$ cat src/rtl/atcg_pkg.sv
// Shared types and constants for the accelerometer tilt block.
// Has no dependencies; every other file in the block imports it.
package atcg_pkg;

    localparam int TILT_W       = 16;
    localparam int TIME_W       = 24;
    localparam int THR_W        = 16;
    localparam int WARN_W       = 15;
    localparam int ONEG_W       = 15;
    localparam int CFG_IDX_W    = 2;
    localparam int CFG_DATA_W   = 16;
    localparam int ZW           = 30;
    localparam int ACC_FRAC     = 20;
    localparam int CORDIC_STEPS = 24;
    localparam int SHW          = 5;

    localparam logic [CFG_IDX_W-1:0] CFG_THRESHOLD = 2'd0;
    localparam logic [CFG_IDX_W-1:0] CFG_WARNING   = 2'd1;
    localparam logic [CFG_IDX_W-1:0] CFG_ONE_G     = 2'd2;

    localparam logic [THR_W-1:0]  THR_RESET  = 16'd256;
    localparam logic [WARN_W-1:0] WARN_RESET = 15'd7680;
    localparam logic [ONEG_W-1:0] ONEG_RESET = 15'd16384;

    typedef struct packed {
        logic                     done;
        logic signed [TILT_W-1:0] tilt;
    } t_lane_res;

    // Arctangent of 2^-i in degrees with 20 fraction bits.
    function automatic logic signed [ZW-1:0] atan_deg(input logic [SHW-1:0] idx);
        logic signed [ZW-1:0] v;
        unique case (idx)
            5'd0:  v = 30'sd47185920;
            5'd1:  v = 30'sd27855475;
            5'd2:  v = 30'sd14718068;
            5'd3:  v = 30'sd7471121;
            5'd4:  v = 30'sd3750058;
            5'd5:  v = 30'sd1876857;
            5'd6:  v = 30'sd938658;
            5'd7:  v = 30'sd469357;
            5'd8:  v = 30'sd234682;
            5'd9:  v = 30'sd117342;
            5'd10: v = 30'sd58671;
            5'd11: v = 30'sd29335;
            5'd12: v = 30'sd14668;
            5'd13: v = 30'sd7334;
            5'd14: v = 30'sd3667;
            5'd15: v = 30'sd1833;
            5'd16: v = 30'sd917;
            5'd17: v = 30'sd458;
            5'd18: v = 30'sd229;
            5'd19: v = 30'sd115;
            5'd20: v = 30'sd57;
            5'd21: v = 30'sd29;
            5'd22: v = 30'sd14;
            5'd23: v = 30'sd7;
            default: v = '0;
        endcase
        return v;
    endfunction

endpackage

$ cat src/rtl/atcg_front.sv
// Front end: takes input beats, holds the calibration offsets and forms the
// offset-corrected sample that is pushed into the queue. Uses atcg_pkg.
module atcg_front #(
    parameter int AB = 16,
    parameter int DW = 18
) (
    input  logic                          i_clk,
    input  logic                          i_rst_n,
    input  logic                          i_in_valid,
    output logic                          o_in_stall,
    input  logic                          i_req_type,
    input  logic [AB-1:0]                 i_acc_x,
    input  logic [AB-1:0]                 i_acc_y,
    input  logic [AB-1:0]                 i_acc_z,
    input  logic [atcg_pkg::TIME_W-1:0]   i_sample_time,
    input  logic [atcg_pkg::ONEG_W-1:0]   i_one_g,
    input  logic                          i_q_full,
    output logic                          o_push,
    output logic [3*DW+atcg_pkg::TIME_W-1:0] o_push_data
);
    import atcg_pkg::*;

    localparam int OZW = DW - 1;

    logic [AB-1:0]  r_off_x, r_off_y;
    logic [OZW-1:0] r_off_z;
    logic           w_accept;
    logic signed [OZW-1:0] w_cal_z;
    logic signed [DW-1:0]  w_dx, w_dy, w_dz;

    assign o_in_stall = i_q_full;
    assign w_accept   = i_in_valid && !o_in_stall;

    assign w_cal_z = $signed({{(OZW-AB){i_acc_z[AB-1]}}, i_acc_z})
                   - $signed({{(OZW-ONEG_W){1'b0}}, i_one_g});

    assign w_dx = $signed({{(DW-AB){i_acc_x[AB-1]}}, i_acc_x})
                - $signed({{(DW-AB){r_off_x[AB-1]}}, r_off_x});
    assign w_dy = $signed({{(DW-AB){i_acc_y[AB-1]}}, i_acc_y})
                - $signed({{(DW-AB){r_off_y[AB-1]}}, r_off_y});
    assign w_dz = $signed({{(DW-AB){i_acc_z[AB-1]}}, i_acc_z})
                - $signed({r_off_z[OZW-1], r_off_z});

    assign o_push      = w_accept && !i_req_type;
    assign o_push_data = {w_dx, w_dy, w_dz, i_sample_time};

    always_ff @(posedge i_clk) begin
        if (!i_rst_n) begin
            r_off_x <= '0;
            r_off_y <= '0;
            r_off_z <= '0;
        end else if (w_accept && i_req_type) begin
            r_off_x <= i_acc_x;
            r_off_y <= i_acc_y;
            r_off_z <= w_cal_z;
        end
    end

endmodule

$ cat config.mk
export PLATFORM = sky130hd
export DESIGN_NAME = atcg_front
export DESIGN_NICKNAME = d
export VERILOG_FILES = /design/src/rtl/atcg_pkg.sv /design/src/rtl/atcg_front.sv
export SDC_FILE = /design/constraint.sdc
export NUM_CORES = 1
export LEC_CHECK = 0
export BUFFER_PORTS_ARGS = -buffer_cell sky130_fd_sc_hd__buf_2
export CELL_PAD_IN_SITES_DETAIL_PLACEMENT = 1
export CELL_PAD_IN_SITES_GLOBAL_PLACEMENT = 1
export CORE_MARGIN = 5
export CORE_UTILIZATION = 40
export DETAILED_ROUTE_END_ITERATION = 8
export GPL_TIMING_DRIVEN = 0
export PLACE_DENSITY_LB_ADDON = 0.3
export SLEW_MARGIN = 10
export SYNTH_ARGS = -nofsm -noshare
export SYNTH_HDL_FRONTEND = slang
export SYNTH_SLANG_ARGS = --single-unit
export TNS_END_PERCENT = 100
$ cat constraint.sdc
create_clock -name i_clk -period 8.3 [get_ports i_clk]
set_clock_uncertainty 0.2 [all_clocks]
set_input_delay 1.245 -clock i_clk [delete_from_list [all_inputs] [get_ports i_clk]]
set_output_delay 1.245 -clock i_clk [all_outputs]
set_load 0.02 [all_outputs]
Word level (Yosys, flattened, before mapping)
Cells that the tools add are included.
{"block": "totals", "regBits": 49, "input_bits": 92, "out_inout_bits": 80, "elab_cells": 12}
{"block": "classes", "addsub": 4, "reduce_logical": 5}
{"cell": "16-bit by 16-bit subtractor with 17-bit output", "n": 3}
{"cell": "16-bit by 17-bit subtractor with 18-bit output", "n": 1}
{"cell": "1-bit logical AND", "n": 3}
{"cell": "1-bit zero test", "n": 2}

Logic depth before layout (Yosys ltp)
{"block": "depth", "depth_word": 3, "depth_mapped": 10, "ltp_nobuf": 10}

Worst setup path after synthesis
Ideal clock, no wire load.
{"block": "synth_timing", "kind": "in2out", "start": "in i_acc_y[0]", "end": "out o_push_data[54] (netlist name)", "arrival_time_ns": 3.256, "t_required_ns": 6.855, "setup_slack_ns": 3.599, "path_stages": 9, "n_path_buf": 0, "cell_sequence": "inv_1 > ha_1 > fa_1 > nor2b_1 > o21ai_1 > a21oi_1 > o21bai_1 > mux2_2 > a211oi_1"}
{"block": "synth_between", "elab_chain_len": 1}
{"element": "start, declared", "line": "atcg_front.sv:13", "source": "input logic [AB-1:0] i_acc_y,"}
{"element": "16-bit by 16-bit subtractor with 17-bit output", "line": "atcg_front.sv:40", "source": "- $signed({{(DW-AB){r_off_y[AB-1]}}, r_off_y});"}
{"element": "end, declared", "line": "atcg_front.sv:19", "source": "output logic [3*DW+atcg_pkg::TIME_W-1:0] o_push_data"}
No other way between the ends.

Worst setup path in the final report
{"block": "layout_timing", "start": "in i_acc_z[0]", "end": "out o_push_data[40] (netlist name)"}
{"block": "layout_between", "elab_chain_len": 1}
{"element": "start, declared", "line": "atcg_front.sv:14", "source": "input logic [AB-1:0] i_acc_z,"}
{"element": "16-bit by 17-bit subtractor with 18-bit output", "line": "atcg_front.sv:42", "source": "- $signed({r_off_z[OZW-1], r_off_z});"}
No other way between the ends.

==> flow_summary_export.csv <==
group,metric,value,unit
status,status,"completed",
clock_tree,cts-resized-gates,0,
finish,mostFrequentLayoutCell,"buf_2",
grt,use_met2,0.394,
clock_tree,cts_max_path_buffers,2,
power_and_ir_drop,power_frac_seq,0.282,
sta,max_slew_margin,0.577,
hold_path,worstHoldStart,"r_off_z[11]",
sta,finalHoldViolCount,0,
finish,fin_nets,1035,
critical_path,path_max_fanout,3,
placed_design,globalplace.congestion,0.882,
route,viasPerCell,5.33,
placed_design,port_buffers,147,
sta,fin_setup_tns,0,ns
run,maxCapViolations,0,
clock_tree,cts.sinks,49,
critical_path,worstRegToRegCells,2,
die,io_pins,172,
grt,antenna_found_initial,0,
power_and_ir_drop,peakVddDrop,0.0733,mV
power_and_ir_drop,power_frac_clock,0.235,
sta,finalHoldWorstSlack,0.261,ns
clock_tree,clkTransAtPathRegs,0.07,ns
yosys,async_flop_share,0,
finish,final_cell_mix,"152 x buf_2, 101 x nand2_1, 87 x inv_1",
power_and_ir_drop,leakage,2.85,nW
critical_path,cpMaxStageDelayCell,"fa_1",
clock_tree,cts_tree,"done",
grt,grt_start_max_net_pins,16,
yosys,synth.avg_cell_area,7.34,sq um
die,die_x,125,um
yosys,yosysSeqAreaShare,0.185,
route,wl_per_cell,15.8,um
grt,grt_usage,0.209,
yosys,yosys_warnings,0,
critical_path,cp.arrival,3.68,ns
route,firstDrtPassIters,4,
grt,grt_first_pass_wirelength,28.1,mm
critical_path,worstSetupPathType,"input pin to primary output",
clock_tree,numCtsBuffers,5,
power_and_ir_drop,combPwrFrac,0.483,
route,drtIter0Drc,158,
clock_tree,cts_setup_buffers,0,
power_and_ir_drop,p_sw_frac,0.411,
critical_path,cp-end-kind,"primary output",
clock_tree,ctsHoldBuffers,0,
clock_tree,h-tree-depth,2,
finish,diodes,0,
critical_path,reg2reg_from,"r_off_z[10]",
critical_path,rr_endpoint,"r_off_z[10]",
finish,syn2layout_area_growth,20.8,%
power_and_ir_drop,p_sw,0.364,mW
die,die_h,125,um
critical_path,startpoint_type,"input pin",
route,vias,5606,
sta,period_needed,5.13,ns
die,initial_core_util,0.404,
sta,tightest_slew,0.635,ns
critical_path,crit_chain,"buf_2 -> inv_1 -> ha_1 -> inv_1 -> fa_1 -> a21o_1 -> a211oi_2 -> o311a_1 -> o21ai_2 -> a221oi_2 -> xnor2_1 -> buf_2",
power_and_ir_drop,power_density,139,nW/um^2
die,core_region_area,13100,sq um
route,post-route-drc-count,0,
grt,first_global_vias,6162,
finish,final_layout_size_suffix_gt1_frac,0.235,
clock_tree,clk_latency,0.30,ns
sta,rsz0062_at_grt,"no",
power_and_ir_drop,internal-power,0.521,mW
sta,finalSetupViolations,0,
yosys,ys_ff_latch,49,
hold_path,hold_end,"r_off_z[11]",
yosys,synth_cell_types,70,
yosys,netlist_instances,721,
sta,final_max_slew_viol_count,0,
hold_path,hp-class,"register to register",
die,rows,42,
critical_path,cpPeakStageDelay,0.40,ns
placed_design,dpl.hpwl,14.1,mm
grt,met1_usage,0.246,
yosys,synthFlopType,"dfxtp_1",
yosys,synth-edff-count,0,
yosys,syn-num-nets,881,
yosys,syn_area,5290,sq um
finish,final_util,0.488,
critical_path,crit_required,6.86,ns
grt,grt_overflow_total,0,
sta,timing.final.crit_share,0.618,
hold_path,hold-path-cell-count,2,
grt,met3_usage,0.0303,
route,ant_nets,0,
die,dieArea,15600,sq um
power_and_ir_drop,power,0.885,mW
grt,top_usage_layer,"met2",
sta,fmax,195,MHz
critical_path,rrSetupSlack,7.33,ns
route,totalWireLength,16.7,mm
clock_tree,cts-root-buf,"clkbuf_16",
[power groups by stage]
stage	combinational [mW]	sequential [mW]	clock [mW]
global placement	0.410	0.254	0
detailed placement	0.427	0.255	0
global route	0.469	0.251	0.222
CTS	0.429	0.249	0.214
floorplan	0.298	0.253	0
finish	0.427	0.250	0.208
[sequential cells by signal, indices dropped and copies added, names as in the netlist]
name     flops
r_off_x     16
r_off_y     16
r_off_z     17
[layout make-up]
| type | instances | area (sq um) |
|---|---|---|
| Clock inverter | 3 | 17.5 |
| Timing Repair Buffer | 147 | 736 |
| Tap cell | 176 | 220 |
| Inverter | 87 | 327 |
| Fill cell | 1725 | 6700 |
| Buffer | 50 | 295 |
| Clock buffer | 5 | 125 |
| Sequential cell | 49 | 981 |
| Multi-Input combinational cell | 535 | 3690 |
[worst max path at each step]
| stage | startpoint | endpoint | slack, ns | depth (start not counted) |
|---|---|---|---|---|
| finish | i_acc_z[0] | o_push_data[40] | 3.17 | 12 |
| global route | i_acc_z[0] | o_push_data[40] | 3.01 | 12 |
| CTS | i_acc_z[0] | o_push_data[40] | 3.18 | 12 |
| detailed placement | i_acc_z[0] | o_push_data[40] | 3.19 | 12 |
| global placement | i_acc_z[0] | o_push_data[40] | 3.25 | 12 |
| floorplan | i_acc_y[0] | o_push_data[54] | 3.60 | 9 |
[worst max-delay path, delay by kind of cell]
kind	cells	cell delay (ns)
adder cells (fa/ha/maj)	2	0.60
XOR/XNOR	1	0.15
AO/OA/AOI/OAI	5	1.25
buffers and inverters	4	0.44
[metal layers]
| metal | vias to the layer above | routed length [um] |
|---|---|---|
| met4 | 0 | 263 |
| met3 | 22 | 623 |
| met5 | - | 0 |
| li1 | 2800 | - |
| met1 | 2658 | 7210 |
| met2 | 126 | 8570 |
[cell usage after synthesis, types with 16 or more instances]
cell type,number,area (sq um)
nand2_1,101,379
inv_1,87,327
a21oi_1,73,365
ha_1,64,801
dfxtp_1,49,981
o21ai_0,31,155
nor2_1,29,109
buf_4,27,203
nand3_1,21,105
xnor2_1,21,184
xor2_1,18,158
o21a_1,17,128
a21o_1,16,120
clkbuf_1,16,60.1
[logic make-up after synthesis]
kind of cell | share of synthesized area
DFF | 0.185
AOI/OAI and AO/OA | 0.276
buffers and inverters | 0.118
muxes | 0.00828
adders and majority gates | 0.167
and+or+nand+nor | 0.182
xor gates and xnor gates | 0.0646
[metrics by stage]
step / instance area, sq um / worst slack (ns) / std cells
floorplan: 5290 / 3.60 / 721
global placement: 6240 / 3.25 / 1044
detailed placement: 6240 / 3.19 / 1044
CTS: 6390 / 3.18 / 1052
global route: 6390 / 3.01 / 1052
finish: 6390 / 3.17 / 1052
Note: power is estimated with default switching activity, not from simulation.
