<file path="config.mk">
export PLATFORM = sky130hd
export DESIGN_NAME = atcg_queue
export DESIGN_NICKNAME = d
export VERILOG_FILES = /design/src/rtl/atcg_pkg.sv /design/src/rtl/atcg_queue.sv
export SDC_FILE = /design/constraint.sdc
export NUM_CORES = 1
export LEC_CHECK = 0
export BUFFER_PORTS_ARGS = -buffer_cell sky130_fd_sc_hd__clkbuf_2
export CAP_MARGIN = 0
export CORE_MARGIN = 4
export CORE_UTILIZATION = 40
export DETAILED_ROUTE_END_ITERATION = 7
export MAX_ROUTING_LAYER = met4
export PLACE_DENSITY = 0.66
export RECOVER_POWER = 50
export SYNTH_ARGS = -nofsm -noshare
export SYNTH_HDL_FRONTEND = slang
export SYNTH_SLANG_ARGS = --single-unit
</file>
<file path="constraint.sdc">
create_clock -name i_clk -period 4.4 [get_ports i_clk]
set_clock_uncertainty 0.1 [all_clocks]
set_input_delay 0.44 -clock i_clk [delete_from_list [all_inputs] [get_ports i_clk]]
set_output_delay 0.44 -clock i_clk [all_outputs]
set_load 0.005 [all_outputs]
</file>
<file path="src/rtl/atcg_pkg.sv">
// Shared types and constants for the accelerometer tilt block.
// Has no dependencies; every other file in the block imports it.
package atcg_pkg;

    localparam int TILT_W       = 16;
    localparam int TIME_W       = 24;
    localparam int THR_W        = 16;
    localparam int WARN_W       = 15;
    localparam int ONEG_W       = 15;
    localparam int CFG_IDX_W    = 2;
    localparam int CFG_DATA_W   = 16;
    localparam int ZW           = 30;
    localparam int ACC_FRAC     = 20;
    localparam int CORDIC_STEPS = 24;
    localparam int SHW          = 5;

    localparam logic [CFG_IDX_W-1:0] CFG_THRESHOLD = 2'd0;
    localparam logic [CFG_IDX_W-1:0] CFG_WARNING   = 2'd1;
    localparam logic [CFG_IDX_W-1:0] CFG_ONE_G     = 2'd2;

    localparam logic [THR_W-1:0]  THR_RESET  = 16'd256;
    localparam logic [WARN_W-1:0] WARN_RESET = 15'd7680;
    localparam logic [ONEG_W-1:0] ONEG_RESET = 15'd16384;

    typedef struct packed {
        logic                     done;
        logic signed [TILT_W-1:0] tilt;
    } t_lane_res;

    // Arctangent of 2^-i in degrees with 20 fraction bits.
    function automatic logic signed [ZW-1:0] atan_deg(input logic [SHW-1:0] idx);
        logic signed [ZW-1:0] v;
        unique case (idx)
            5'd0:  v = 30'sd47185920;
            5'd1:  v = 30'sd27855475;
            5'd2:  v = 30'sd14718068;
            5'd3:  v = 30'sd7471121;
            5'd4:  v = 30'sd3750058;
            5'd5:  v = 30'sd1876857;
            5'd6:  v = 30'sd938658;
            5'd7:  v = 30'sd469357;
            5'd8:  v = 30'sd234682;
            5'd9:  v = 30'sd117342;
            5'd10: v = 30'sd58671;
            5'd11: v = 30'sd29335;
            5'd12: v = 30'sd14668;
            5'd13: v = 30'sd7334;
            5'd14: v = 30'sd3667;
            5'd15: v = 30'sd1833;
            5'd16: v = 30'sd917;
            5'd17: v = 30'sd458;
            5'd18: v = 30'sd229;
            5'd19: v = 30'sd115;
            5'd20: v = 30'sd57;
            5'd21: v = 30'sd29;
            5'd22: v = 30'sd14;
            5'd23: v = 30'sd7;
            default: v = '0;
        endcase
        return v;
    endfunction

endpackage

</file>
<file path="src/rtl/atcg_queue.sv">
// Two-entry queue that decouples the front end from the angle engine.
// Uses atcg_pkg only by convention; width comes from its parameter.
module atcg_queue #(
    parameter int W = 78
) (
    input  logic         i_clk,
    input  logic         i_rst_n,
    input  logic         i_push,
    input  logic [W-1:0] i_data,
    output logic         o_full,
    output logic         o_valid,
    input  logic         i_pop,
    output logic [W-1:0] o_data
);
    import atcg_pkg::*;

    logic [W-1:0] r_mem [2];
    logic         r_wptr, r_rptr;
    logic [1:0]   r_cnt;

    assign o_full  = (r_cnt == 2'd2);
    assign o_valid = (r_cnt != 2'd0);
    assign o_data  = r_mem[r_rptr];

    always_ff @(posedge i_clk) begin
        if (i_push) begin
            r_mem[r_wptr] <= i_data;
        end
    end

    always_ff @(posedge i_clk) begin
        if (!i_rst_n) begin
            r_wptr <= 1'b0;
            r_rptr <= 1'b0;
            r_cnt  <= '0;
        end else begin
            if (i_push) begin
                r_wptr <= !r_wptr;
            end
            if (i_pop) begin
                r_rptr <= !r_rptr;
            end
            r_cnt <= r_cnt + {1'b0, i_push} - {1'b0, i_pop};
        end
    end

endmodule

</file>
# After elaboration in Yosys (flattened, before gate mapping)
# Memory sizes are Yosys's and may differ from the RTL's. A register that Yosys moved wholly into a read port is not among the register bits.
# Cells that the tools add are included.
[word_totals] ff_bits=4 ramBits=156 out_inout_bits=80 wordCells=14 memories=1
[memory_table] name="r_mem" words=2 width=78 rd=1 rd_ports_with_merged_regs=1 write_ports=1 line_no="atcg_queue.sv:17" source="logic [W-1:0] r_mem [2];"
[classes] n_addsub=2 eq_ne=1 muxes=4 reduce_logical=3
[op_table] operator="$mux W1" n=4
[op_table] operator="$add A2 B1 Y2" n=1
[op_table] operator="$eq A2 B2 Y1 const B" n=1
[op_table] operator="$logic_not A1 Y1" n=2
[op_table] operator="$reduce_bool A2 Y1" n=1
[op_table] operator="$sub A2 B1 Y2" n=1

# Logic depth before layout (Yosys ltp)
# Gate-level depths: netlist (run 1).
[depth] word_depth=3 ltp_mapped=6 ltp_nobuf=6

# Least setup slack after synthesis (run 1)
# OpenSTA, ideal clock, no wires.
[synth_timing] path_type="input -> register" from="in i_push" to="mem r_mem[0][0], enable pin" setup_ps=525 t_arrival_ps=3883 setup_slack_ps=-108 path_stages=1 cell_sequence="nor2b_1"
[synth_via] elab_chain_cells=2
[synth_lines] item="start: declaration" line_no="atcg_queue.sv:8" source="input logic i_push,"
[synth_lines] item="$mux W1" line_no="atcg_queue.sv:26" source="if (i_push) begin"
[synth_lines] item="$mux W1 (implied by the code)" line_no="atcg_queue.sv:27" source="r_mem[r_wptr] <= i_data;"
[synth_lines] item="end: declaration" line_no="atcg_queue.sv:17"
# No other way between the ends.

# Worst setup path after layout (run 1)
[layout_timing] from="reg r_wptr" to="mem r_mem[0][66], enable pin"
[layout_lines] item="start: declaration" line_no="atcg_queue.sv:18" source="logic r_wptr, r_rptr;"
[layout_lines] item="start signal: assignment" line_no="atcg_queue.sv:38" source="r_wptr <= !r_wptr;"
# Straight into the memory's write port.

==> results of run 1 <==
[Yosys cell counts]
library cell,number,share of area [%]
edfxtp_1,156,79
dfxtp_1,5,1.7
buf_2,5,0.42
nor2b_1,4,0.42
mux2_4,20,5.1
xnor3_1,1,0.38
buf_6,4,0.76
o21a_1,1,0.13
mux2_2,58,11
ha_1,2,0.42
and2_1,4,0.42
xor2_1,1,0.15
or2_2,1,0.11
inv_1,2,0.13
[how the worst max path moves through the flow]
stage | start | cells past startpoint | slack, ns | end
final | r_wptr | 2 | 1.75 | r_mem[0][66]
after global routing | r_wptr | 2 | 1.40 | r_mem[0][61]
after CTS | flip-flop | 2 | 1.68 | o_data[7]
after detailed placement | flip-flop | 2 | 2.11 | o_data[7]
after global placement | flip-flop | 2 | 2.12 | o_data[15]
after floorplan | i_push | 1 | 1.37 | r_mem[0][0]
[layout make-up]
type / count / area (µm²)
repair buffers: 163 / 729
flip-flops and latches: 161 / 4790
clock inverters: 10 / 113
fillers: 1284 / 7130
clock buffers: 22 / 454
inverters: 2 / 7.51
well taps: 184 / 230
multi-input cells: 92 / 1080
[power by group through the flow]
stage	logic, mW	clock network [mW]	registers (mW)
floorplan	0.192	0	1.82
global placement	0.307	0	1.85
detailed placement	0.314	0	1.86
CTS	0.316	1.43	1.83
global route	0.328	1.51	1.84
finish	0.297	1.38	1.83
[layer usage]
metal	vias to the layer above	track usage [%]	wire length, µm	share of wire [%]
met4	0	4.40	123	1.2
met3	13	5.12	853	8.3
met1	1474	14.9	4050	39
li1	1384	-	-	-
met5	-	-	0	0
met2	109	21.5	5290	51
[critical path, delay by kind of cell (launching register included)]
kind          cells  cell delay [ns]
buf+inv           1             1.64
flops             1             0.34
simple gates      1             0.11
[logic make-up after synthesis]
family,synth area share [%]
AOI/OAI and AO/OA,0.127
xor gates and xnor gates,0.527
adders and majority gates,0.422
buffers and inverters,1.31
DFF,80.6
muxes,16.1
and+or+nand+nor,0.948
[flip-flops by register name, indices dropped and copies added, names as in the netlist, named ones only]
| name | cells |
|---|---|
| r_wptr | 1 |
| r_mem | 156 |
| r_rptr | 1 |
| r_cnt | 2 |
[cells in the final DEF (no fill, tap or decap), drive strengths merged]
master	instances
and2	4
buf	1
bufinv	2
clkbuf	184
clkinv	6
clkinvlp	2
dfxtp	5
edfxtp	156
ha	2
inv	2
mux2	78
nor2b	4
o21a	1
or2	1
xnor3	1
xor2	1
==> impl_results.md, run 1 <==
* Status: finished, violations left
* Failing checks: capacitance limit, slew limit
* Core box area at 14500 µm²
* Number of global-route vias before repair at 3259
* Die Wd at 130 µm
* Worst setup EP type: flip-flop
* CTS tree: done
* Worst setup margin at 1.75 ns
* Grt ovf at 0
* Final TNS setup at 0 ns
* Critical R2R Capture: r_mem[0][66]
* Syn Nets at 348
* Post-synthesis register bit count at 161
* Max-slew headroom at -53.8%
* Worst-Skew Late Latency at 0.41 ns
* Min Tclk post-route at 2.65 ns
* Seq pwr share at 52.1%
* P_int at 2.80 mW
* Clock root buffer: clkbuf_16
* # setup viols final at 0
* GRT Util Overall at 13.2%
* Final GP Congestion at 0.714
* Final hold violations at 0
* CTS sink count at 161
* Clock Path Buffers at 2
* Synthesized area per cell at 22.5 µm²
* I/O Buffers at 161
* Final max-slew violation count at 81
* Post-layout util at 51.0%
* Switching pwr at 713 µW
* Post-DR wirelength/cell at 16.3 µm
* Syn Inst Count at 264
* Resized Gates After CTS at 0
* Die height at 130 µm
* Largest net degree at the start of global routing at 79
* Crit path kind: reg -> reg
* Layout area overhead at 24.8%
* Router iterations before antenna repair at 4
* Tcrit/Tclk final at 60.3%
* CP Launch Type: flip-flop
* Worst R2R Start: r_wptr
* Diode count at 0
* Final instance area at 7410 µm²
* Warnings, synthesis at 0
* Switching part of the total at 20.3%
* Sequential area share after synthesis at 80.6%
* Starting density of the core at 40.8%
* Worst-margin pin slew at 2.31 ns
* Vias at 2980
* Fmax at 377 MHz
* Power Dens Cells at 474 nW/µm²
* Routed Antenna Nets at 0
* Placed insts at 602
* Hold WC Path Type: in -> reg
* Leak at 2.69 nW
* RSZ-0062 raised after global routing: false
* Drt total wl at 10300 µm
* VDD IR max at 0.000244 V
* 1st-iter DRT viols at 136
* H-tree depth at 4
* Row cnt at 44
* CTS Buf Count at 17
* Cell Area, Synth at 5940 µm²
* Clk slew on worst S/H paths at 0.06 ns
* Setup Buffers After CTS at 0
* Hold path cells at 1
* First-pass GRT wire length at 16100 µm
* Clk pwr share at 39.5%
* Critical path arrival at 2.53 ns
* Slowest stage cell, crit path: clkbuf_1
* Total die area at 16900 µm²
* Initial antenna violation count at 0
* DRC at 0
* Hold buffers post-CTS at 0
* R2R depth at 2
* WHS at 0.119 ns
* I/O pin count at 162
* Netlist cell types at 14
* Share of cells above drive strength 1 at 45.3%
* Worst Hold End: r_mem[1][11]
* Hold_sp: i_data[11]
* Nets at 521
* Slowest cell delay on critical path at 1.64 ns
* Final cell count without fillers at 634
* Area post-placement at 6930 µm²
* Crit path max fanout at 40
* Gate power share at 8.5%
* R2R setup slack at 1.75 ns
* CP Cell Sequence: nor2b_4, clkbuf_1
* Worst path required time at 4.28 ns
* Power consumption at 3.51 mW
* Via/cell ratio at 4.70
* Max-cap violations at 2
* Place WS at 2.11 ns
No activity file was read; power rests on OpenSTA's default activity.
==> inputs of run 2 (changes only) <==
ABC_AREA = 1   (was unset)
clock period = 2.35 ns   (was 4.4 ns; I/O delays follow)
==> impl_results.md, run 2 <==
* Status: completed
* Post-synthesis register bit count at 161
* Worst-Skew Late Latency at 0.41 ns
* Area post-placement at 6990 µm²
* I/O Buffers at 161
* Final instance area at 8310 µm²
* First-pass GRT wire length at 17300 µm
* Max-cap violations at 0
* Largest registers: r_mem (156), r_cnt (2)
* Synthesized area per cell at 21.5 µm²
* Delay-heaviest family, CP: buffers and inverters
* Syn Nets at 360
* Starting density of the core at 40.8%
* Die height at 130 µm
* Top-count cell post-synth: edfxtp_1
* 1st-iter DRT viols at 148
* Warnings, synthesis at 0
* Fmax at 512 MHz
* Critical path buffers and inverters at 4
* DRC at 0
* Placed insts at 617
* # setup viols final at 0
* Worst path required time at 2.28 ns
* Cell Area, Synth at 5930 µm²
* Layout area overhead at 40.1%
* Initial antenna violation count at 0
* Worst-margin pin slew at 0.862 ns
* Most frequent cells in the layout: edfxtp_1 (156), clkbuf_2 (97), dlygate4sd3_1 (81), clkbuf_1 (70), mux2_2 (58)
* Commonest non-fill, non-tap cell in the layout: edfxtp_1
* GRT Util Overall at 14.0%
* CTS tree: done
* Clock root buffer: clkbuf_16
* Drt total wl at 11000 µm
* Hold WC Path Type: reg -> reg
* Grt ovf at 0
* CP Cell Sequence: dlygate4sd3_1, clkbuf_1, inv_1, nor2_1, clkbuf_2
* Tcrit/Tclk final at 83.0%
* Nets at 617
* Crit path kind: in -> reg
* Largest net degree at the start of global routing at 79
* Final cell count without fillers at 730
* Slowest stage cell, crit path: clkbuf_2
* Netlist cell types at 12
* Largest register FFs at 156
* VDD IR max at 0.000474 V
* Power Dens Cells at 823 nW/µm²
* Resized Gates After CTS at 0
* Leak at 3.10 nW
* H-tree depth at 4
* Final max-slew violation count at 0
* Setup Buffers After CTS at 0
* Critical path arrival at 1.89 ns
* Total die area at 16800 µm²
* Final TNS setup at 0 ns
* Worst setup EP type: flip-flop
* Power consumption at 6.84 mW
* Post-synth EDFFs at 156
* Largest reg by FF count: r_mem
* Slowest cell delay on critical path at 0.69 ns
* Syn Inst Count at 276
* Largest area contributor in the netlist: edfxtp_1
* Dpl hpwl at 6740 µm
* Top post-synthesis cells by count: edfxtp_1 (156), mux2_2 (58), mux2_4 (20), nand2_1 (9), nor2_1 (8)
* Largest cells by area after synthesis: edfxtp_1 (79%), mux2_2 (11%), mux2_4 (5.1%)
* I/O pin count at 162
* Die Wd at 130 µm
* CTS sink count at 161
* Diode count at 0
* Post-DR wirelength/cell at 15.1 µm
* Number of global-route vias before repair at 3524
* Async S/R FF share, synth at 0%
* Crit path max fanout at 32
* Predominant post-synthesis flop cell: edfxtp_1
* CP Launch Type: input port
* Clock Path Buffers at 2
* Final GP Congestion at 0.695
* Min Tclk post-route at 1.95 ns
* Share of cells above drive strength 1 at 38.1%
* Sequential area share after synthesis at 80.6%
* Clk slew on worst S/H paths at 0.06 ns
* CTS Buf Count at 17
* Hold buffers post-CTS at 81
* Area share of the largest cell type after synthesis at 79.0%
* Routed Antenna Nets at 0
* RSZ-0062 raised after global routing: false
* Router iterations before antenna repair at 4
* Max-slew headroom at 42.6%
* Final hold violations at 0
* Core box area at 14500 µm²
* Vias at 3318
* Row cnt at 44
* Via/cell ratio at 4.55
==> run 2: changes by cell type in the layout (fill, tap and decap cells not counted), moves of 3 or more <==
cell,change
clkinv_2,-3
clkbuf_2,+3
nor2_1,+8
nand2_1,+9
and2_0,-3
nor2b_1,-3
dlygate4sd3_1,+81
inv_1,+4
==> run 2: final cells by class <==
cell class                 count  area, µm²
inverter                       7       30.0
fill                        1149       6220
clock inverter                 9        156
sequential                   161       4790
multi-input combinational     99       1050
clock buffer                  23        458
tap                          184        230
timing repair buffer         247       1600
==> run 2: layer usage <==
layer,share of wire (%),track usage [%],vias up
li1,-,-,1586
met5,0,-,-
met3,7.1,4.87,21
met4,1.7,5.20,0
met2,52,23.4,122
met1,39,15.7,1589
==> run 2: worst register-to-register path, delay by kind of cell, from the launching register on <==
kind / cells / cell delay, ns
buffers and inverters: 1 / 0.69
flip-flops: 1 / 0.32
AND/OR/NAND/NOR: 1 / 0.16
==> run 2: cells by family (layout without fill, tap and decap cells) <==
logic type | Yosys count | after routing | synth area share, %
AND/OR/NAND/NOR | 18 | 18 | 1.16
adder cells (fa/ha/maj) | 2 | 2 | 0.422
buffers and inverters | 16 | 286 | 1.62
flip-flops | 161 | 161 | 80.6
multiplexers | 78 | 78 | 16.1
AO/OA/AOI/OAI | 1 | 1 | 0.0843
==> run 2: path summary, 6_finish.rpt <==
path / startpoint / end / slack [ns] / depth (start not counted)
worst max-delay path: i_push / r_mem[0][76] / 0.40 / 5
worst min-delay path: r_rptr / r_rptr / 0.40 / 2
worst max register to register: r_wptr / r_mem[0][76] / 0.66 / 2
worst min register to register: r_rptr / r_rptr / 0.40 / 2
==> run 2: power breakdown <==
part           switching (mW)  internal (mW)
Combinational           0.297          0.362
Clock                    1.01           1.81
Sequential             0.0361           3.32
==> run 2: metrics by stage <==
| stage | util [%] | hold slack, ns | setup slack, ns |
|---|---|---|---|
| global placement | 48.1 | 0.324 | 0.826 |
| global route | 57.2 | 0.438 | 0.269 |
| CTS | 57.9 | 0.401 | 0.431 |
| finish | 57.2 | 0.401 | 0.398 |
| floorplan | - | 0.228 | 0.279 |
| detailed placement | 48.1 | 0.327 | 0.810 |
==> inputs of run 3 (changes only) <==
ABC_AREA = 0   (was 1)
PLACE_DENSITY = unset   (was 0.66)
clock period = 1.84 ns   (was 2.35 ns; I/O delays follow)
==> impl_results.md, run 3 (same netlist as run 1, synthesis figures left out) <==
* Largest reg by FF count: r_mem
* Post-DR wirelength/cell at 15.9 µm
* Final max-slew violation count at 0
* Power Dens Cells at 1020 nW/µm²
* H-tree depth at 4
* Number of global-route vias before repair at 3477
* CTS Buf Count at 17
* Largest register FFs at 156
* DRC at 0
* Share of cells above drive strength 1 at 39.9%
* Initial antenna violation count at 0
* # setup viols final at 2
* R2R depth at 2
* Final instance area at 8260 µm²
* Setup Buffers After CTS at 0
* Hold path cells at 3
* Worst setup EP type: output port
* Clk slew on worst S/H paths at 0.05 ns
* Most frequent cells in the layout: edfxtp_1 (156), clkbuf_2 (102), dlygate4sd3_1 (79), clkbuf_1 (61), mux2_2 (58)
* Clock Path Buffers at 2
* Starting density of the core at 40.8%
* Min Tclk post-route at 1.85 ns
* Post-layout util at 56.8%
* Placed insts at 605
* Tcrit/Tclk final at 101%
* Max-cap violations at 0
* Metal1 wirelength at 4680 µm
* Final hold violations at 0
* Final TNS setup at -0.0123 ns
* Grt ovf at 0
* Router iterations before antenna repair at 4
* RSZ-0062 raised after global routing: true
* Max Used Layer: met4
* Worst R2R Start: r_wptr
* Core box area at 14500 µm²
* Critical path arrival at 1.57 ns
* First-pass GRT wire length at 17400 µm
* R2R setup slack at 0.21 ns
* Vias at 3248
* Routed Antenna Nets at 0
* Die height at 130 µm
* Leak at 3.07 nW
* Power consumption at 8.44 mW
* Worst setup margin at -0.0108 ns
* Hold WC Path Type: in -> reg
* WHS at 0.0390 ns
* Final GP Congestion at 0.687
* Row cnt at 44
* Status: finished, violations left
* 1st-iter DRT viols at 152
* Worst path required time at 1.56 ns
* Worst-margin pin slew at 0.561 ns
* I/O pin count at 162
* Critical Path End: o_data[1]
* Hold_sp: i_pop
* VDD IR max at 0.000683 V
* Crit path kind: reg -> out
* Critical R2R Capture: r_mem[1][33]
* Met3 WL post-DR at 737 µm
* Total die area at 16900 µm²
* Fmax at 540 MHz
* Via/cell ratio at 4.56
* Final cell count without fillers at 713
* Diode count at 0
* Worst-Skew Late Latency at 0.41 ns
* Largest net degree at the start of global routing at 80
* Layout area overhead at 39.1%
* Met2 WL at 5790 µm
* Area post-placement at 7020 µm²
* Drt total wl at 11400 µm
* Nets at 603
* Die Wd at 130 µm
* CTS tree: done
* CP Launch Type: flip-flop
* Dpl hpwl at 6850 µm
* Max-slew headroom at 62.6%
* Commonest non-fill, non-tap cell in the layout: edfxtp_1
* Largest registers: r_mem (156), r_cnt (2)
* Clock root buffer: clkbuf_16
* Failing checks: setup timing
* I/O Buffers at 161
* GRT Util Overall at 14.1%
* CTS sink count at 161
* Crit path max fanout at 33
* Place WS at 0.372 ns
-- run 3: cell type report --
cell class	instances	area (µm²)
fillers	1180	6280
flip-flops and latches	161	4790
repair buffers	245	1620
multi-input cells	92	1080
clock buffers	20	437
well taps	184	230
clock inverters	9	93.8
inverters	2	7.51
-- run 3: critical path, stage by stage, from the launching register on --
cell and delay, ns:
dfxtp_4 0.38, buf_12 0.24, mux2_2 0.40, clkbuf_2 0.12
-- run 3: power by group --
group          switching (mW)  total (mW)  leakage (nW)  internal, mW
Combinational           0.407       0.953          1.30         0.545
Sequential             0.0492        4.29          1.51          4.24
Clock                    1.25        3.20         0.258          1.95
Total                    1.71        8.44          3.07          6.73
-- run 3: worst min path at each step --
stage	endpoint	slack, ns
final	flip-flop	0.04
after detailed placement	r_mem[0][28]	0.28
after global routing	flip-flop	0.05
after global placement	r_mem[1][40]	0.27
after floorplan	r_mem[0][0]	0.18
after CTS	flip-flop	0.007
-- run 3: routing by layer --
layer / GRT usage [%] / vias up
met5: - / -
met1: 16.1 / 1577
met2: 23.5 / 107
met4: 5.32 / 0
met3: 4.38 / 14
li1: - / 1550
-- run 3: what timing repair did --
action / CTS / global route
gates cloned: 0 / 0
setup endpoints to repair: 51 / 58
endpoints found under the hold margin: 161 / 0
gates resized for setup: 1 / 0
hold buffers: 79 / 0
