## config.mk

```make
export PLATFORM = sky130hd
export DESIGN_NAME = atcg_back
export DESIGN_NICKNAME = d
export VERILOG_FILES = /design/src/rtl/atcg_pkg.sv /design/src/rtl/atcg_lane.sv /design/src/rtl/atcg_back.sv
export SDC_FILE = /design/constraint.sdc
export NUM_CORES = 2
export LEC_CHECK = 0
export ABC_AREA = 1
export BUFFER_PORTS_ARGS = -buffer_cell sky130_fd_sc_hd__buf_4
export CORE_ASPECT_RATIO = 0.6
export CORE_UTILIZATION = 42
export DETAILED_ROUTE_END_ITERATION = 7
export GPL_TIMING_DRIVEN = 0
export PLACE_DENSITY_LB_ADDON = 0.1
export SLEW_MARGIN = 20
export SYNTH_ARGS = -nofsm -noshare
export SYNTH_HDL_FRONTEND = slang
export SYNTH_SLANG_ARGS = --single-unit
export TNS_END_PERCENT = 20
```

## constraint.sdc

```tcl
create_clock -name i_clk -period 12.8 [get_ports i_clk]
set_clock_uncertainty 0.2 [all_clocks]
set_input_delay 2.56 -clock i_clk [delete_from_list [all_inputs] [get_ports i_clk]]
set_output_delay 2.56 -clock i_clk [all_outputs]
set_load 0.01 [all_outputs]
```

## src/rtl/atcg_pkg.sv

```systemverilog
// Shared types and constants for the accelerometer tilt block.
// Has no dependencies; every other file in the block imports it.
package atcg_pkg;

    localparam int TILT_W       = 16;
    localparam int TIME_W       = 24;
    localparam int THR_W        = 16;
    localparam int WARN_W       = 15;
    localparam int ONEG_W       = 15;
    localparam int CFG_IDX_W    = 2;
    localparam int CFG_DATA_W   = 16;
    localparam int ZW           = 30;
    localparam int ACC_FRAC     = 20;
    localparam int CORDIC_STEPS = 24;
    localparam int SHW          = 5;

    localparam logic [CFG_IDX_W-1:0] CFG_THRESHOLD = 2'd0;
    localparam logic [CFG_IDX_W-1:0] CFG_WARNING   = 2'd1;
    localparam logic [CFG_IDX_W-1:0] CFG_ONE_G     = 2'd2;

    localparam logic [THR_W-1:0]  THR_RESET  = 16'd256;
    localparam logic [WARN_W-1:0] WARN_RESET = 15'd7680;
    localparam logic [ONEG_W-1:0] ONEG_RESET = 15'd16384;

    typedef struct packed {
        logic                     done;
        logic signed [TILT_W-1:0] tilt;
    } t_lane_res;

    // Arctangent of 2^-i in degrees with 20 fraction bits.
    function automatic logic signed [ZW-1:0] atan_deg(input logic [SHW-1:0] idx);
        logic signed [ZW-1:0] v;
        unique case (idx)
            5'd0:  v = 30'sd47185920;
            5'd1:  v = 30'sd27855475;
            5'd2:  v = 30'sd14718068;
            5'd3:  v = 30'sd7471121;
            5'd4:  v = 30'sd3750058;
            5'd5:  v = 30'sd1876857;
            5'd6:  v = 30'sd938658;
            5'd7:  v = 30'sd469357;
            5'd8:  v = 30'sd234682;
            5'd9:  v = 30'sd117342;
            5'd10: v = 30'sd58671;
            5'd11: v = 30'sd29335;
            5'd12: v = 30'sd14668;
            5'd13: v = 30'sd7334;
            5'd14: v = 30'sd3667;
            5'd15: v = 30'sd1833;
            5'd16: v = 30'sd917;
            5'd17: v = 30'sd458;
            5'd18: v = 30'sd229;
            5'd19: v = 30'sd115;
            5'd20: v = 30'sd57;
            5'd21: v = 30'sd29;
            5'd22: v = 30'sd14;
            5'd23: v = 30'sd7;
            default: v = '0;
        endcase
        return v;
    endfunction

endpackage

```

## src/rtl/atcg_lane.sv

```systemverilog
// One tilt lane: squares, digit-by-digit square root and a CORDIC vectoring
// pass that yields asin(a / |v|) in degrees. Uses atcg_pkg.
module atcg_lane #(
    parameter int DW  = 18,
    parameter int G   = 7,
    parameter int AFB = 8
) (
    input  logic                 i_clk,
    input  logic                 i_rst_n,
    input  logic                 i_start,
    input  logic signed [DW-1:0] i_a,
    input  logic signed [DW-1:0] i_b,
    input  logic signed [DW-1:0] i_c,
    output atcg_pkg::t_lane_res  o_res
);
    import atcg_pkg::*;

    localparam int SQW  = 2 * DW + 1 + 2 * G;
    localparam int SQE  = SQW + (SQW % 2);
    localparam int NIT  = SQE / 2;
    localparam int RW   = NIT;
    localparam int CW   = ((RW > DW + G) ? RW : DW + G) + 3;
    localparam int CNTW = $clog2((NIT > CORDIC_STEPS) ? NIT : CORDIC_STEPS);
    localparam int SH   = ACC_FRAC - AFB;
    localparam int LIM  = ((90 << AFB) > 32767) ? 32767 : (90 << AFB);

    localparam logic [2:0] P_IDLE = 3'd0;
    localparam logic [2:0] P_MUL  = 3'd1;
    localparam logic [2:0] P_SUM  = 3'd2;
    localparam logic [2:0] P_SQRT = 3'd3;
    localparam logic [2:0] P_ROT  = 3'd4;
    localparam logic [2:0] P_RND  = 3'd5;

    logic [2:0]             r_ph;
    logic [CNTW-1:0]        r_cnt;
    logic signed [DW-1:0]   r_a, r_b, r_c;
    logic signed [2*DW-1:0] r_bb, r_cc;
    logic [SQE-1:0]         r_rad;
    logic [RW:0]            r_rem;
    logic [RW-1:0]          r_root;
    logic signed [CW-1:0]   r_x, r_y;
    logic signed [ZW-1:0]   r_z;
    logic signed [TILT_W-1:0] r_tilt;
    logic                   r_done;

    logic [2*DW:0]          w_sum;
    logic [RW+2:0]          w_rem_sh, w_trial;
    logic signed [CW-1:0]   w_xs, w_ys;
    logic signed [ZW-1:0]   w_atan;
    logic [ZW-1:0]          w_mag;
    logic [ZW:0]            w_rnd;
    logic [TILT_W-1:0]      w_sat;

    assign w_sum    = {1'b0, r_bb} + {1'b0, r_cc};
    assign w_rem_sh = {r_rem, r_rad[SQE-1 -: 2]};
    assign w_trial  = {1'b0, r_root, 2'b01};
    assign w_xs     = r_x >>> r_cnt[SHW-1:0];
    assign w_ys     = r_y >>> r_cnt[SHW-1:0];
    assign w_atan   = atan_deg(r_cnt[SHW-1:0]);
    assign w_mag    = r_z[ZW-1] ? ZW'(-r_z) : ZW'(r_z);
    assign w_rnd    = ({1'b0, w_mag} + ((ZW+1)'(1) << (SH - 1))) >> SH;
    assign w_sat    = (w_rnd > (ZW+1)'(LIM)) ? TILT_W'(LIM) : w_rnd[TILT_W-1:0];

    assign o_res.done = r_done;
    assign o_res.tilt = r_tilt;

    always_ff @(posedge i_clk) begin
        if (i_start) begin
            r_a <= i_a;
            r_b <= i_b;
            r_c <= i_c;
        end
        unique case (r_ph)
            P_MUL: begin
                r_bb <= r_b * r_b;
                r_cc <= r_c * r_c;
            end
            P_SUM: begin
                r_rad  <= {{(SQE-SQW){1'b0}}, w_sum, {(2*G){1'b0}}};
                r_rem  <= '0;
                r_root <= '0;
            end
            P_SQRT: begin
                r_rad <= {r_rad[SQE-3:0], 2'b00};
                if (w_rem_sh >= w_trial) begin
                    r_rem  <= (RW+1)'(w_rem_sh - w_trial);
                    r_root <= {r_root[RW-2:0], 1'b1};
                end else begin
                    r_rem  <= w_rem_sh[RW:0];
                    r_root <= {r_root[RW-2:0], 1'b0};
                end
                if (r_cnt == CNTW'(NIT - 1)) begin
                    r_x <= $signed({{(CW-RW){1'b0}}, r_root[RW-2:0],
                                    (w_rem_sh >= w_trial)});
                    r_y <= $signed({{(CW-G-DW){r_a[DW-1]}}, r_a, {G{1'b0}}});
                    r_z <= '0;
                end
            end
            P_ROT: begin
                if (!r_y[CW-1]) begin
                    r_x <= r_x + w_ys;
                    r_y <= r_y - w_xs;
                    r_z <= r_z + w_atan;
                end else begin
                    r_x <= r_x - w_ys;
                    r_y <= r_y + w_xs;
                    r_z <= r_z - w_atan;
                end
            end
            P_RND: begin
                r_tilt <= r_z[ZW-1] ? $signed(-w_sat) : $signed(w_sat);
            end
            default: begin
            end
        endcase
    end

    always_ff @(posedge i_clk) begin
        if (!i_rst_n) begin
            r_ph   <= P_IDLE;
            r_cnt  <= '0;
            r_done <= 1'b0;
        end else begin
            r_done <= 1'b0;
            unique case (r_ph)
                P_IDLE: if (i_start) r_ph <= P_MUL;
                P_MUL:  r_ph <= P_SUM;
                P_SUM: begin
                    r_ph  <= P_SQRT;
                    r_cnt <= '0;
                end
                P_SQRT: begin
                    if (r_cnt == CNTW'(NIT - 1)) begin
                        r_ph  <= P_ROT;
                        r_cnt <= '0;
                    end else begin
                        r_cnt <= r_cnt + 1'b1;
                    end
                end
                P_ROT: begin
                    if (r_cnt == CNTW'(CORDIC_STEPS - 1)) begin
                        r_ph <= P_RND;
                    end
                    r_cnt <= r_cnt + 1'b1;
                end
                P_RND: begin
                    r_ph   <= P_IDLE;
                    r_done <= 1'b1;
                end
                default: r_ph <= P_IDLE;
            endcase
        end
    end

endmodule

```

## src/rtl/atcg_back.sv

```systemverilog
// Back end: pops queued samples, runs both tilt lanes, applies the change
// gate and warning check and holds the result register. Uses atcg_pkg, atcg_lane.
module atcg_back #(
    parameter int DW  = 18,
    parameter int G   = 7,
    parameter int AFB = 8
) (
    input  logic                           i_clk,
    input  logic                           i_rst_n,
    input  logic                           i_q_valid,
    input  logic [3*DW+atcg_pkg::TIME_W-1:0] i_q_data,
    output logic                           o_pop,
    input  logic [atcg_pkg::THR_W-1:0]     i_thr,
    input  logic [atcg_pkg::WARN_W-1:0]    i_warn,
    output logic                           o_out_valid,
    input  logic                           i_out_stall,
    output logic signed [atcg_pkg::TILT_W-1:0] o_tilt_x,
    output logic signed [atcg_pkg::TILT_W-1:0] o_tilt_y,
    output logic [atcg_pkg::TIME_W-1:0]    o_angle_time,
    output logic                           o_tilt_warning
);
    import atcg_pkg::*;

    localparam logic [1:0] B_IDLE = 2'd0;
    localparam logic [1:0] B_RUN  = 2'd1;
    localparam logic [1:0] B_FIN  = 2'd2;

    logic [1:0]               r_st;
    logic                     r_zero;
    logic [TIME_W-1:0]        r_time;
    logic signed [TILT_W-1:0] r_tx, r_ty, r_last_x, r_last_y;
    logic                     r_have_last;
    logic                     r_ov;
    logic signed [TILT_W-1:0] r_ox, r_oy;
    logic [TIME_W-1:0]        r_otime;
    logic                     r_owarn;

    logic signed [DW-1:0]     w_dx, w_dy, w_dz;
    logic [TIME_W-1:0]        w_time;
    t_lane_res                w_res_x, w_res_y;
    logic signed [TILT_W:0]   w_ex, w_ey;
    logic [TILT_W:0]          w_aex, w_aey;
    logic [TILT_W-1:0]        w_atx, w_aty;
    logic                     w_emit, w_warn, w_out_free, w_load;

    assign {w_dx, w_dy, w_dz, w_time} = i_q_data;
    assign o_pop = (r_st == B_IDLE) && i_q_valid;

    atcg_lane #(.DW(DW), .G(G), .AFB(AFB)) u_lane_x (
        .i_clk   (i_clk),
        .i_rst_n (i_rst_n),
        .i_start (o_pop),
        .i_a     (w_dx),
        .i_b     (w_dy),
        .i_c     (w_dz),
        .o_res   (w_res_x)
    );

    atcg_lane #(.DW(DW), .G(G), .AFB(AFB)) u_lane_y (
        .i_clk   (i_clk),
        .i_rst_n (i_rst_n),
        .i_start (o_pop),
        .i_a     (w_dy),
        .i_b     (w_dx),
        .i_c     (w_dz),
        .o_res   (w_res_y)
    );

    assign w_ex  = $signed({r_tx[TILT_W-1], r_tx}) - $signed({r_last_x[TILT_W-1], r_last_x});
    assign w_ey  = $signed({r_ty[TILT_W-1], r_ty}) - $signed({r_last_y[TILT_W-1], r_last_y});
    assign w_aex = w_ex[TILT_W] ? (TILT_W+1)'(-w_ex) : (TILT_W+1)'(w_ex);
    assign w_aey = w_ey[TILT_W] ? (TILT_W+1)'(-w_ey) : (TILT_W+1)'(w_ey);
    assign w_atx = r_tx[TILT_W-1] ? TILT_W'(-r_tx) : TILT_W'(r_tx);
    assign w_aty = r_ty[TILT_W-1] ? TILT_W'(-r_ty) : TILT_W'(r_ty);

    assign w_emit = !r_have_last || (w_aex >= {1'b0, i_thr}) || (w_aey >= {1'b0, i_thr});
    assign w_warn = (w_atx > {1'b0, i_warn}) || (w_aty > {1'b0, i_warn});
    assign w_out_free = !r_ov || !i_out_stall;
    assign w_load = (r_st == B_FIN) && w_emit && w_out_free;

    assign o_out_valid    = r_ov;
    assign o_tilt_x       = r_ox;
    assign o_tilt_y       = r_oy;
    assign o_angle_time   = r_otime;
    assign o_tilt_warning = r_owarn;

    always_ff @(posedge i_clk) begin
        if (o_pop) begin
            r_zero <= (w_dx == '0) && (w_dy == '0) && (w_dz == '0);
            r_time <= w_time;
        end
        if (r_st == B_RUN && w_res_x.done) begin
            r_tx <= r_zero ? '0 : w_res_x.tilt;
            r_ty <= r_zero ? '0 : w_res_y.tilt;
        end
        if (w_load) begin
            r_ox    <= r_tx;
            r_oy    <= r_ty;
            r_otime <= r_time;
            r_owarn <= w_warn;
        end
    end

    always_ff @(posedge i_clk) begin
        if (!i_rst_n) begin
            r_st        <= B_IDLE;
            r_ov        <= 1'b0;
            r_have_last <= 1'b0;
            r_last_x    <= '0;
            r_last_y    <= '0;
        end else begin
            if (w_load) begin
                r_ov        <= 1'b1;
                r_last_x    <= r_tx;
                r_last_y    <= r_ty;
                r_have_last <= 1'b1;
            end else if (!i_out_stall) begin
                r_ov <= 1'b0;
            end
            unique case (r_st)
                B_IDLE: if (o_pop) r_st <= B_RUN;
                B_RUN:  if (w_res_x.done) r_st <= B_FIN;
                B_FIN:  if (!w_emit || w_out_free) r_st <= B_IDLE;
                default: r_st <= B_IDLE;
            endcase
        end
    end

endmodule

```

# Word-level counts from Yosys, hierarchy flattened
# Memory sizes are Yosys's and may differ from the RTL's. A register that Yosys moved wholly into a read port is not among the register bits.
# Index checks and enable logic that the tools add are counted.
totals:
  input_bits: 113
  out_inout_bits: 59
  ff_bits: 783
  mem_count: 2
  wordCells: 204
  mem_bits_ro: 1664
classes:
  n_reduce_logical: 32
  magnitude_cmp: 8
  mul: 3
  add_sub_neg: 30
  shifts: 4
  mux: 60
  eq_ne: 26
mem_list:
  columns: ["memory", "words", "width", "read_ports", "rd_ports_with_merged_regs", "wr", "line", "source"]
  rows:
  - ["(name not given)", 32, 26, 1, 1, 0, "atcg_pkg.sv:33", "unique case (idx)"]
  - ["(name not given)", 32, 26, 1, 1, 0, "atcg_pkg.sv:33", null]
ops:
  columns: ["operator", "count"]
  rows:
  - ["$mux W29", 8]
  - ["$pmux W29 S2", 4]
  - ["$pmux W52 S2", 2]
  - ["$mux W30", 6]
  - ["$pmux W30 S2", 2]
  - ["$add A29 B29 Y29", 4]
  - ["$sshr A29 B5 Y29", 4]
  - ["$sub A29 B29 Y29", 4]
  - ["$mul A18 B18 Y36", 3]
  - ["$pmux W27 S2", 2]
  - ["$pmux W26 S2", 2]
  - ["$mux W16", 6]
  - ["$add A36 B36 Y37", 2]
  - ["$neg A16 Y16", 4]
  - ["$add A30 B12 Y31 const B", 2]
  - ["$add A30 B30 Y30", 2]
  - ["$neg A30 Y30", 2]
  - ["$sub A30 B30 Y30", 2]
  - ["$ge A29 B28 Y1", 2]
  - ["$logic_not A18 Y1", 3]
  - ["$mux W27", 2]
  - ["$sub A27 B27 Y27", 2]
  - ["$gt A19 B15 Y1 const B", 2]
  - ["$ge A17 B16 Y1", 2]
  - ["29 further kinds", 89]

# Depth between registers and ports, before layout
logic_depth:
  word_depth: 10
  depth_mapped: 38
  mapped_depth_nobuf: 37

# By module
# A second synthesis with hierarchy kept.
hier_totals:
  cells_unflattened: 13184
  area_unflattened_um2: 106714.8
modules_own_cells:
  columns: ["mod", "area_per_inst_um2", "n_inst", "seq_area_each_um2", "cells_each"]
  rows:
  - ["atcg_lane at u_lane_x", 48355.1, 1, 10279.9, 5953]
  - ["atcg_lane at u_lane_y", 47814.6, 1, 10279.9, 5849]
  - ["atcg_back", 10545.1, 1, 4144.0, 1382]

# Worst setup path after synthesis
# Ideal clock, no wire load.
synth_path:
  kind: "reg2reg"
  startpoint: "reg u_lane_y.r_cnt[1]"
  endpoint: "reg u_lane_y.r_x[0] (enable)"
  setup_time_ns: 0.657
  arrival_ns: 7.431
  path_buffers: 3
  synth_period_minus_slack_ns: 8.288
  path_stages_with_launch: 8
  path_slack_ns: 4.512
  required_ns: 11.943
  path_cell_list: "dfxtp_1 inv_2 buf_4 buf_4 buf_2 ha_1 nand4_1 o21ai_0"
synth_between:
  elab_chain_len: 3
synth_rtl:
  columns: ["item", "line", "source"]
  rows:
  - ["from (decl)", "atcg_lane.sv:35", "logic [CNTW-1:0] r_cnt;"]
  - ["from (signal assigned)", "atcg_lane.sv:137", "r_cnt <= r_cnt + 1'b1;"]
  - ["from (signal assigned)", "atcg_lane.sv:144", "r_cnt <= r_cnt + 1'b1;"]
  - ["$eq A5 B5 Y1", "atcg_lane.sv:92", "if (r_cnt == CNTW'(NIT - 1)) begin"]
  - ["$ne A2 B1 Y1 (no line)", null, null]
  - ["$reduce_and A2 Y1 (no line)", null, null]
  - ["to (signal assigned)", "atcg_lane.sv:93", "r_x <= $signed({{(CW-RW){1'b0}}, r_root[RW-2:0],"]
  - ["to (signal assigned)", "atcg_lane.sv:101", "r_x <= r_x + w_ys;"]
  - ["to (signal assigned)", "atcg_lane.sv:105", "r_x <= r_x - w_ys;"]
  - ["to (decl)", "atcg_lane.sv:41", "logic signed [CW-1:0] r_x, r_y;"]
# No other way between the ends.
# A chain may end at the register's enable or synchronous reset.

==> out/summary.md <==
For this configuration, the core starts out at a cell density of 42.5%. The floorplan has 132 rows. The logs give 0.101 mm^2 for the total non-filler cell area in the finished layout and 15.1 mW for the internal power.

The count of input and output buffers is 170. The power share of the combinational group is 73.6%, and the routability-driven placement congestion ratio is 0.989. The first global-routing pass estimated 457000 um of wire.

The detailed router placed 77500 vias in this run. The critical path arrival is 8.85 ns. Critical path's most frequent cell: fa_1. The clock period could shrink to 8.62 ns. The tools report the initial antenna violation count as 12.

Synthesis inferred 803 register bits. Setup repair after global routing left no endpoint under its margin. The number of synthesis warnings is 0, and the final worst hold slack is 0.219 ns. The mapped netlist covers 0.0922 mm^2. For the final routed database, the setup TNS stands at 0 ns. Global routing used 27.1% of the available tracks across all layers. The HPWL after detailed placement is 248000 um. The flow ran to the end, and the final reports show no timing, DRC or antenna violations. The area growth from synthesis to layout was 9.43%; the sum of routed wire segments on met1 was 159000 um. The number of gates resized after CTS was 0. The worst setup path is captured at a register.

Critical path depth in cells: 22. The H-tree was split into 3 levels. Kind of path behind the tightest hold check: register to register. After synthesis, the share of flip-flops with an asynchronous set or reset is 0%.

The floorplan step defined a die boundary enclosing 0.221 mm^2. The final number of hold-violating endpoints came out at 0. The kind of cell with the highest combined delay along the critical path is adder cells.

The cell leakage power was 48.9 nW. The signal on the critical path passes through clkbuf_1 -> clkbuf_1 -> nand2_1 -> fa_1 -> inv_1 -> fa_1 -> inv_1 -> fa_1 -> fa_1 -> fa_1 -> inv_1 -> fa_1 -> ha_1 -> a21oi_1 -> o21ai_0 -> a21boi_0 -> o21bai_1 -> nand4_1 -> nand2_1 -> a31oi_1 -> o21ai_0 -> xor2_1. 172 I/O pins were placed.

Net switching is 50.9% of the power. The routed design uses 106000 um of met2 wire. The number of cells on the worst reg-to-reg path is 22. The startpoint of the worst register-to-register path is u_lane_x.r_c[3]. The worst relative slew slack was 22.3%. Of the available clock period, the critical path in the final layout requires 67.4%. The core region is 0.217 mm^2.

Final-report max-slew violation count: 0. The highest metal layer used by the detailed router was met5. In this design, the stage delay of the slowest critical-path cell is 0.75 ns. In the final layout, the share of cells above drive strength 1 is 5.94%. The clock tree root driver cell is clkbuf_16. The total setup buffers inserted after CTS is 0. The share of total power in the clock network is 9.4%. Entering global routing, the biggest net connects 53 pins.

The tools report the area occupied by multi-input gates as 0.0594 mm^2. The startpoint of the most critical setup path is u_lane_x.r_c[3]. Once placement completed, the tool counted placed cells totaling 14400. The vias per cell was 5.32. The run gives 13.03 ns as the data required time of the critical path. The run gives 14600 as the final standard cell count with taps included and fillers excluded. In the synthesized netlist the dominant register cell turns out to be edfxtp_1. In the final routed layout, each cell accounts on average for 20.5 um. For this run, the top clock speed supported by timing is 116 MHz. The tools report the total clock buffers created by CTS as 88. Type of origin of the critical path: a register. After the first detailed-routing iteration, the DRC count stood at 7772. The largest fanout on the critical path came out at 10. Detailed routing placed a total of 30100 um of wire on met3.

Synthesized area per cell: 8.13 um^2. In this run the vertical extent of the chip is 365 um. The tools report the via count of the first global-routing pass as 74500.

Before antenna repair, the detailed router went through 6 iterations. The tools report the distinct cell type count of the synthesized netlist as 74. The worst supply voltage drop on vdd is 589 uV, and the clock sink count is 803. Footprint of the flip-flops and latches: 0.0231 mm^2. The buffering stage count on the worst path with inverters included is 5, and the standard cell area after detailed placement is 0.0977 mm^2. The final-layout fill cell count was 21500; the global-route congestion overflow total was 0. The number of stages on the worst hold path is 0. For this block, the routed nets add up to 299000 um of wire. The setup path with the least slack is of type register to register. The logs give 13400 for the final net count and 15.7 mW for the reported net switching power. For this design, the CTS-stage hold fixing added 0 buffers. The startpoint identified for the worst hold timing path is r_time[6].

The synthesized instance count was 11300; the number of enable-type register cells in the synthesized netlist was 698. The worst-path cell with the longest stage delay was clkbuf_1. Power comes to 30.8 mW.

The floorplan step set the die width to 607 um. Counting every net in the synthesized netlist gives 13100. Clock latency on the worst-skew pair, taken at its later pin, is 0.73 ns. The tool flagged a number of max-cap violations equal to 0. For this run, design rule violations remaining after detail routing come to 0. The measured slew at the worst slew-check pin was 1.17 ns. The detail route stage leaves a number of antenna-violating nets equal to 0.

The number of setup violations in the final report came out at 0. TritonCTS built the clock tree. In this run the power density over the cells is 305 mW/mm^2.

In this run the deepest clock path goes through 3 buffers. Power share of the sequential group: 17.0%. Clock transition at the registers of the reported paths: 0.08 ns. Sequential elements use 25.0% of the synthesized area.
==> metrics by stage <==
step / worst slack (ns) / util, %
2_1_floorplan: 4.51 / -
3_3_place_gp: -0.612 / 44.7
3_5_place_dp: 4.34 / 45.0
4_1_cts: 4.31 / 46.5
5_1_grt: 3.81 / 46.5
6_report: 4.18 / 46.5
==> final timing paths <==
kind	to	slack [ns]
min reg2reg	o_angle_time[6]	0.22
max reg2reg	u_lane_y.r_cc[34]	4.18
min	o_angle_time[6]	0.22
max	u_lane_y.r_cc[34]	4.18
==> flip-flops by register name, summed over array words and instances (netlist names), 24 cells and up <==
signal           cells
u_lane_x.r_rad      38
u_lane_y.r_rad      38
u_lane_x.r_bb       35
u_lane_x.r_cc       35
u_lane_y.r_bb       35
u_lane_y.r_cc       35
u_lane_x.r_z        30
u_lane_y.r_z        30
u_lane_x.r_x        29
u_lane_x.r_y        29
u_lane_y.r_x        29
u_lane_y.r_y        29
u_lane_x.r_rem      27
u_lane_y.r_rem      27
u_lane_x.r_root     26
u_lane_x.w_atan     26
u_lane_y.r_root     26
u_lane_y.w_atan     26
o_angle_time        24
r_time              24
==> power groups by stage <==
stage	clock, mW	combinational, mW	sequential, mW
after floorplan	0	16.6	5.11
after global placement	0	22.4	5.32
after detailed placement	0	22.5	5.28
after CTS	2.96	22.7	5.23
after global routing	3.04	25.9	5.26
final	2.88	22.7	5.24
==> Yosys cell counts, types with 10 or more instances <==
master / count / area share (%)
o21ai_0: 684 / 3.7
o311ai_0: 11 / 0.10
or2_2: 62 / 0.42
nor4_1: 40 / 0.27
a21boi_0: 21 / 0.17
xnor2_1: 220 / 2.1
nor2_1: 811 / 3.3
edfxtp_1: 698 / 23
o31ai_1: 22 / 0.18
a211oi_1: 14 / 0.11
nand2_2: 53 / 0.36
o221ai_1: 16 / 0.15
inv_1: 2189 / 8.9
buf_4: 17 / 0.14
o21bai_1: 24 / 0.20
a21oi_1: 689 / 3.7
a31oi_1: 79 / 0.54
a221oi_1: 10 / 0.095
nand4_1: 89 / 0.60
nand3_1: 289 / 1.6
clkbuf_1: 215 / 0.88
or2_1: 12 / 0.081
buf_2: 48 / 0.26
fa_1: 908 / 20
nand3b_1: 30 / 0.24
buf_1: 49 / 0.20
nand2_4: 16 / 0.20
o21ai_1: 100 / 0.54
dfxtp_1: 105 / 2.3
nor2_2: 32 / 0.22
xor2_1: 335 / 3.2
o21a_1: 50 / 0.41
o211ai_1: 43 / 0.35
buf_6: 14 / 0.17
a21o_1: 32 / 0.26
ha_1: 721 / 9.8
mux2i_1: 56 / 0.61
inv_2: 22 / 0.090
nand2_1: 2286 / 9.3
nor2_4: 22 / 0.27
o22ai_1: 13 / 0.088
nor3_1: 88 / 0.48
==> per-layer routing <==
| layer | track usage (%) | vias to the layer above |
|---|---|---|
| li1 | - | 36800 |
| met1 | 46.1 | 37600 |
| met2 | 33.7 | 2929 |
| met3 | 6.23 | 223 |
| met4 | 3.76 | 2 |
| met5 | 0 | - |
==> placed cells by master (no fill, tap or decap), types with 23 or more instances in the layout <==
cell / instances
xor2_1: 335
nand3b_1: 30
a21o_1: 32
nor2_2: 34
inv_2: 23
o21ai_0: 682
nor3_1: 86
clkbuf_1: 218
nor2_1: 807
o21bai_1: 24
a31oi_1: 79
a21oi_1: 689
nor2_4: 24
dfxtp_1: 105
xnor2_1: 220
edfxtp_1: 698
nand2_2: 53
nor4_1: 37
o211ai_1: 43
o21ai_1: 100
inv_1: 2186
buf_1: 48
or2_2: 61
o21a_1: 50
ha_1: 721
mux2i_1: 56
buf_4: 189
clkbuf_16: 90
nand3_1: 289
fa_1: 908
nand2_1: 2285
buf_2: 49
nand4_1: 89
==> kinds of logic after synthesis <==
group / synth area share [%]
simple gates: 17.6
buf+inv: 10.7
compound gates: 11.3
fa+ha+maj: 29.5
flops: 25.0
xor+xnor: 5.31
mux: 0.608
==> final cells by class <==
cell class                      instances  share of cell area (%)
Clock inverter                         60                   0.794
Clock buffer                          105                    2.35
Buffer                                343                    1.51
Antenna cell                            3                 0.00744
Tap cell                             2881                    3.57
Inverter                             2217                    8.26
Multi-Input combinational cell       7970                    58.8
Sequential cell                       803                    22.9
Timing Repair Buffer                  196                    1.80
(Power assumes the default switching activity.)
